### src/rtl/swm_pkg.sv
// ----------------------------------------------------------------------------
// swm_pkg
// Shared types and constants of the moving-average block.
// ----------------------------------------------------------------------------
package swm_pkg;

  localparam int SAMPLE_W = 32;
  localparam int WIN_W    = 9;
  localparam int SUM_W    = 64;

  localparam logic [WIN_W-1:0] WINDOW_RESET = WIN_W'(100);

  localparam logic [SAMPLE_W-1:0] MEAN_MAX = 32'h7fff_ffff;
  localparam logic [SAMPLE_W-1:0] MEAN_MIN = 32'h8000_0000;

  typedef logic signed [SAMPLE_W-1:0] sample_t;
  typedef logic        [WIN_W-1:0]    win_t;
  typedef logic        [SUM_W-1:0]    sum_t;

  typedef enum logic [1:0] {
    ST_IDLE,
    ST_UPDATE,
    ST_DIVIDE,
    ST_DELIVER
  } swm_state_t;

endpackage

### src/rtl/swm_divider.sv
// ----------------------------------------------------------------------------
// swm_divider
// Restoring unsigned divider, one quotient bit per cycle.
// ----------------------------------------------------------------------------
module swm_divider (
  input  logic          clk,
  input  logic          rst,
  input  logic          start,
  input  swm_pkg::sum_t dividend,
  input  swm_pkg::win_t divisor,
  output logic          done,
  output swm_pkg::sum_t quotient
);
  import swm_pkg::*;

  localparam int STEP_W = $clog2(SUM_W);

  logic              busy;
  logic [STEP_W-1:0] step;
  win_t              dvsr;
  win_t              rem;
  sum_t              quo;

  logic [WIN_W:0]    rem_sh;
  logic              ge;

  // shift in the next dividend bit and try a subtract
  assign rem_sh = {rem, quo[SUM_W-1]};
  assign ge     = rem_sh >= {1'b0, dvsr};

  always_ff @(posedge clk) begin
    if (rst) begin
      busy <= 1'b0;
      done <= 1'b0;
      step <= '0;
    end else begin
      done <= 1'b0;
      if (start) begin
        busy <= 1'b1;
        step <= '0;
      end else if (busy) begin
        step <= step + 1'b1;
        if (step == STEP_W'(SUM_W - 1)) begin
          busy <= 1'b0;
          done <= 1'b1;
        end
      end
    end
  end

  always_ff @(posedge clk) begin
    if (start) begin
      quo  <= dividend;
      rem  <= '0;
      dvsr <= divisor;
    end else if (busy) begin
      rem <= ge ? WIN_W'(rem_sh - {1'b0, dvsr}) : rem_sh[WIN_W-1:0];
      quo <= {quo[SUM_W-2:0], ge};
    end
  end

  assign quotient = quo;

endmodule

### config.mk
export PLATFORM = sky130hd
export DESIGN_NAME = swm_divider
export DESIGN_NICKNAME = d
export VERILOG_FILES = /design/src/rtl/swm_pkg.sv /design/src/rtl/swm_divider.sv
export SDC_FILE = /design/constraint.sdc
export NUM_CORES = 1
export LEC_CHECK = 0
export BUFFER_PORTS_ARGS = -buffer_cell sky130_fd_sc_hd__buf_2
export CAP_MARGIN = 20
export CELL_PAD_IN_SITES_DETAIL_PLACEMENT = 1
export CELL_PAD_IN_SITES_GLOBAL_PLACEMENT = 2
export CORE_UTILIZATION = 30
export CTS_CLUSTER_DIAMETER = 200
export CTS_CLUSTER_SIZE = 25
export DETAILED_ROUTE_END_ITERATION = 10
export PLACE_DENSITY = 0.71
export SLEW_MARGIN = 20
export SYNTH_ARGS = -nofsm -noshare
export SYNTH_HDL_FRONTEND = slang
export SYNTH_SLANG_ARGS = --single-unit
### constraint.sdc
create_clock -name clk -period 5.76 [get_ports clk]
set_clock_uncertainty 0.15 [all_clocks]
set_input_delay 0.576 -clock clk [delete_from_list [all_inputs] [get_ports clk]]
set_output_delay 0.576 -clock clk [all_outputs]
set_load 0.02 [all_outputs]
==> results.json <==
{
  "status": "completed",
  "fmax_mhz": 346.3,
  "crit_type": "reg2reg",
  "clock-sinks": 90,
  "diodes": 0,
  "hold_path_class": "in2reg",
  "cts_made_buffers": 9,
  "cts_tree": "yes",
  "htreeDepth": 3,
  "post_cts.repair.setup_buffers": 0,
  "track_usage_pct": 14.98,
  "synth_compound_area_share_pct": 6.171,
  "synth_ff_type": "edfxtp_1",
  "synth_area_leaders": "edfxtp_1, mux2_2, dfxtp_1",
  "grt_max_degree": 79,
  "yosysTopAreaCell": "edfxtp_1",
  "layout_commonest_cell": "buf_2",
  "syn-cell-area_sq_um": 4156,
  "yosysSeqAreaShare_pct": 60.93,
  "grt_pass1_vias": 3004,
  "cp_top_family": "compound AO/OA/AOI/OAI gates",
  "rsz0062_at_grt": "false",
  "ant_nets": 0,
  "nNetsFinal": 517,
  "setup_ws_ns": 2.872,
  "reg2regPathDepth": 8,
  "cp_num_buf_inv": 2,
  "io_pins": 141,
  "antenna_found_initial": 1,
  "critPathSlowestCell": "a211oi_1",
  "coreArea_sq_um": 13400,
  "cts-root-buf": "clkbuf_16",
  "cp_common_cell": "inv_1",
  "pre_cts_ws_ns": 2.888,
  "ys_ff_latch": 90,
  "syn_to_final_growth_pct": 28.72,
  "die_h_um": 119.7,
  "wl_per_cell_um": 16.78,
  "setup_viol": 0,
  "route.detailed.drc": 0,
  "cp_max_fo": 8,
  "synth_cells": 290,
  "layout_common_cells": "buf_2, edfxtp_1, mux2_2, nor2_1, dfxtp_1",
  "drv_slew": 0,
  "vias": 2898,
  "place.port_buffers": 140,
  "crit_path_end_kind": "register",
  "std_cell_rows": 42,
  "cts_buffer_depth": 2,
  "synth_top_family_by_area": "multiplexers",
  "worstPathRequired_ns": 5.71,
  "grt_pass1_wl_um": 16270,
  "synth-simple-area-share_pct": 6.201,
  "min_path_cells": 2,
  "synth_cell_types": 42,
  "viasPerCell": 4.743,
  "max_stage_delay_ns": 0.46,
  "arrival_ns": 2.83,
  "tightest_slew_ns": 1.002,
  "clk_latency_ns": 0.35,
  "synth_xor_area_share_pct": 1.686,
  "dieArea_sq_um": 14330,
  "wl_um": 10250,
  "yosysTopAreaCellShare_pct": 52.74,
  "synthMuxAreaShare_pct": 19.02,
  "path_clk_slew_ns": 0.07,
  "worstPathCellList": "inv_1 -> ha_1 -> inv_1 -> fa_1 -> a211oi_1 -> o21a_1 -> o211ai_2 -> mux2_2",
  "ys_warn_count": 0,
  "finalCritPeriodShare_pct": 50.14,
  "drt_first_pass_iters": 4,
  "setup-tns-final_ns": 0,
  "drtIter0Drc": 90,
  "ys_async_sr_fraction_pct": 0,
  "synthAdderAreaFrac_pct": 3.492,
  "worstSetupStartpointType": "register",
  "leakage_nw": 2.214,
  "gp_congestion": 0.7004,
  "period_needed_ns": 2.888,
  "grt-ovfl-total": 0,
  "syn-mean-instance-area_sq_um": 14.33,
  "hold_viol_final": 0,
  "cts.repair.resized": 0,
  "hpwlAfterDp_um": 7256,
  "holdBufCountCts": 0,
  "crit_cells": 8,
  "slew_headroom_pct": 33.19,
  "synth_edf_count": 73,
  "drv_cap": 0,
  "ir_drop_uv": 230.2,
  "drive_above_1_share_pct": 52.87,
  "die_w_um": 119.7,
  "initial_core_util_pct": 31.02,
  "p_per_area_nw_per_um2": 327.8,
  "synth_nets": 377
}
logic make-up after synthesis:
| family | after synthesis |
|---|---|
| DFF | 90 |
| AOI/OAI and AO/OA | 35 |
| buffers and inverters | 27 |
| adders and majority gates | 11 |
| and+or+nand+nor | 48 |
| xor gates and xnor gates | 8 |
| muxes | 71 |
registers in the layout, summed over array words and instances (netlist names):
register and cells:
busy 1, done 1, dvsr 9, quotient 64
rem 9, step 6
through the flow:
step | util [%] | cells | total power [mW] | hold WS [ns] | area [sq um]
final | 39.93 | 611 | 1.754 | 0.2512 | 5350
after global routing | 39.93 | 611 | 1.838 | 0.2366 | 5350
after CTS | 39.93 | 611 | 1.781 | 0.2373 | 5350
after detailed placement | 37.67 | 595 | 1.159 | 0.3396 | 5047
after global placement | 37.67 | 595 | 1.155 | 0.3263 | 5047
after floorplan | - | 290 | 1.041 | 0.3029 | 4156
Yosys cell counts, types with 3 or more instances:
cell	number
nor2_1	17
ha_1	10
clkbuf_1	12
dfxtp_1	17
nand2_1	8
nand4_1	3
a211oi_1	7
o211ai_1	4
inv_1	13
mux2i_1	7
o21ai_0	4
xor2_1	6
a21oi_1	8
nand3_1	3
mux2_2	64
edfxtp_1	73
a311oi_1	3
power by group:
group	internal, mW	total, mW	switching (mW)	leakage, nW
logic	0.139	0.328	0.190	1.19
clock network	0.341	0.611	0.270	0.152
registers	0.780	0.814	0.0343	0.871
total	1.26	1.75	0.494	2.21
area by class of cell:
class                           count  area, sq um
Fill cell                        1470         8050
Sequential cell                    90         2532
Multi-Input combinational cell    173         1520
Timing Repair Buffer              143        725.7
Clock buffer                        9        225.2
Tap cell                          176        220.2
Clock inverter                      7        77.57
Inverter                           13        48.80
worst reg2reg max path: cells and delay by family (launching register included):
kind,cells,cell delay (ns)
buf+inv,2,0.14
mux,1,0.37
compound gates,3,1.01
fa+ha+maj,2,0.57
flops,1,0.40
metal layers:
layer	GRT usage, %	vias to the layer above	part of all wire (%)
li1	-	1380	-
met4	4.453	0	1.1
met2	22.80	92	46
met1	18.14	1417	42
met5	0	-	0
met3	8.127	9	10
final timing paths:
path	start	endpoint	slack, ns
setup / recovery	quotient[63]$_DFFE_PP_	quotient[0]$_DFFE_PP_	2.87
hold reg to reg	rem[2]$_SDFFE_PP0P_	rem[2]$_SDFFE_PP0P_	0.35
setup reg to reg	quotient[63]$_DFFE_PP_	quotient[0]$_DFFE_PP_	2.87
hold / removal	rst	busy$_SDFF_PP0_	0.25
(Power assumes the default switching activity.)
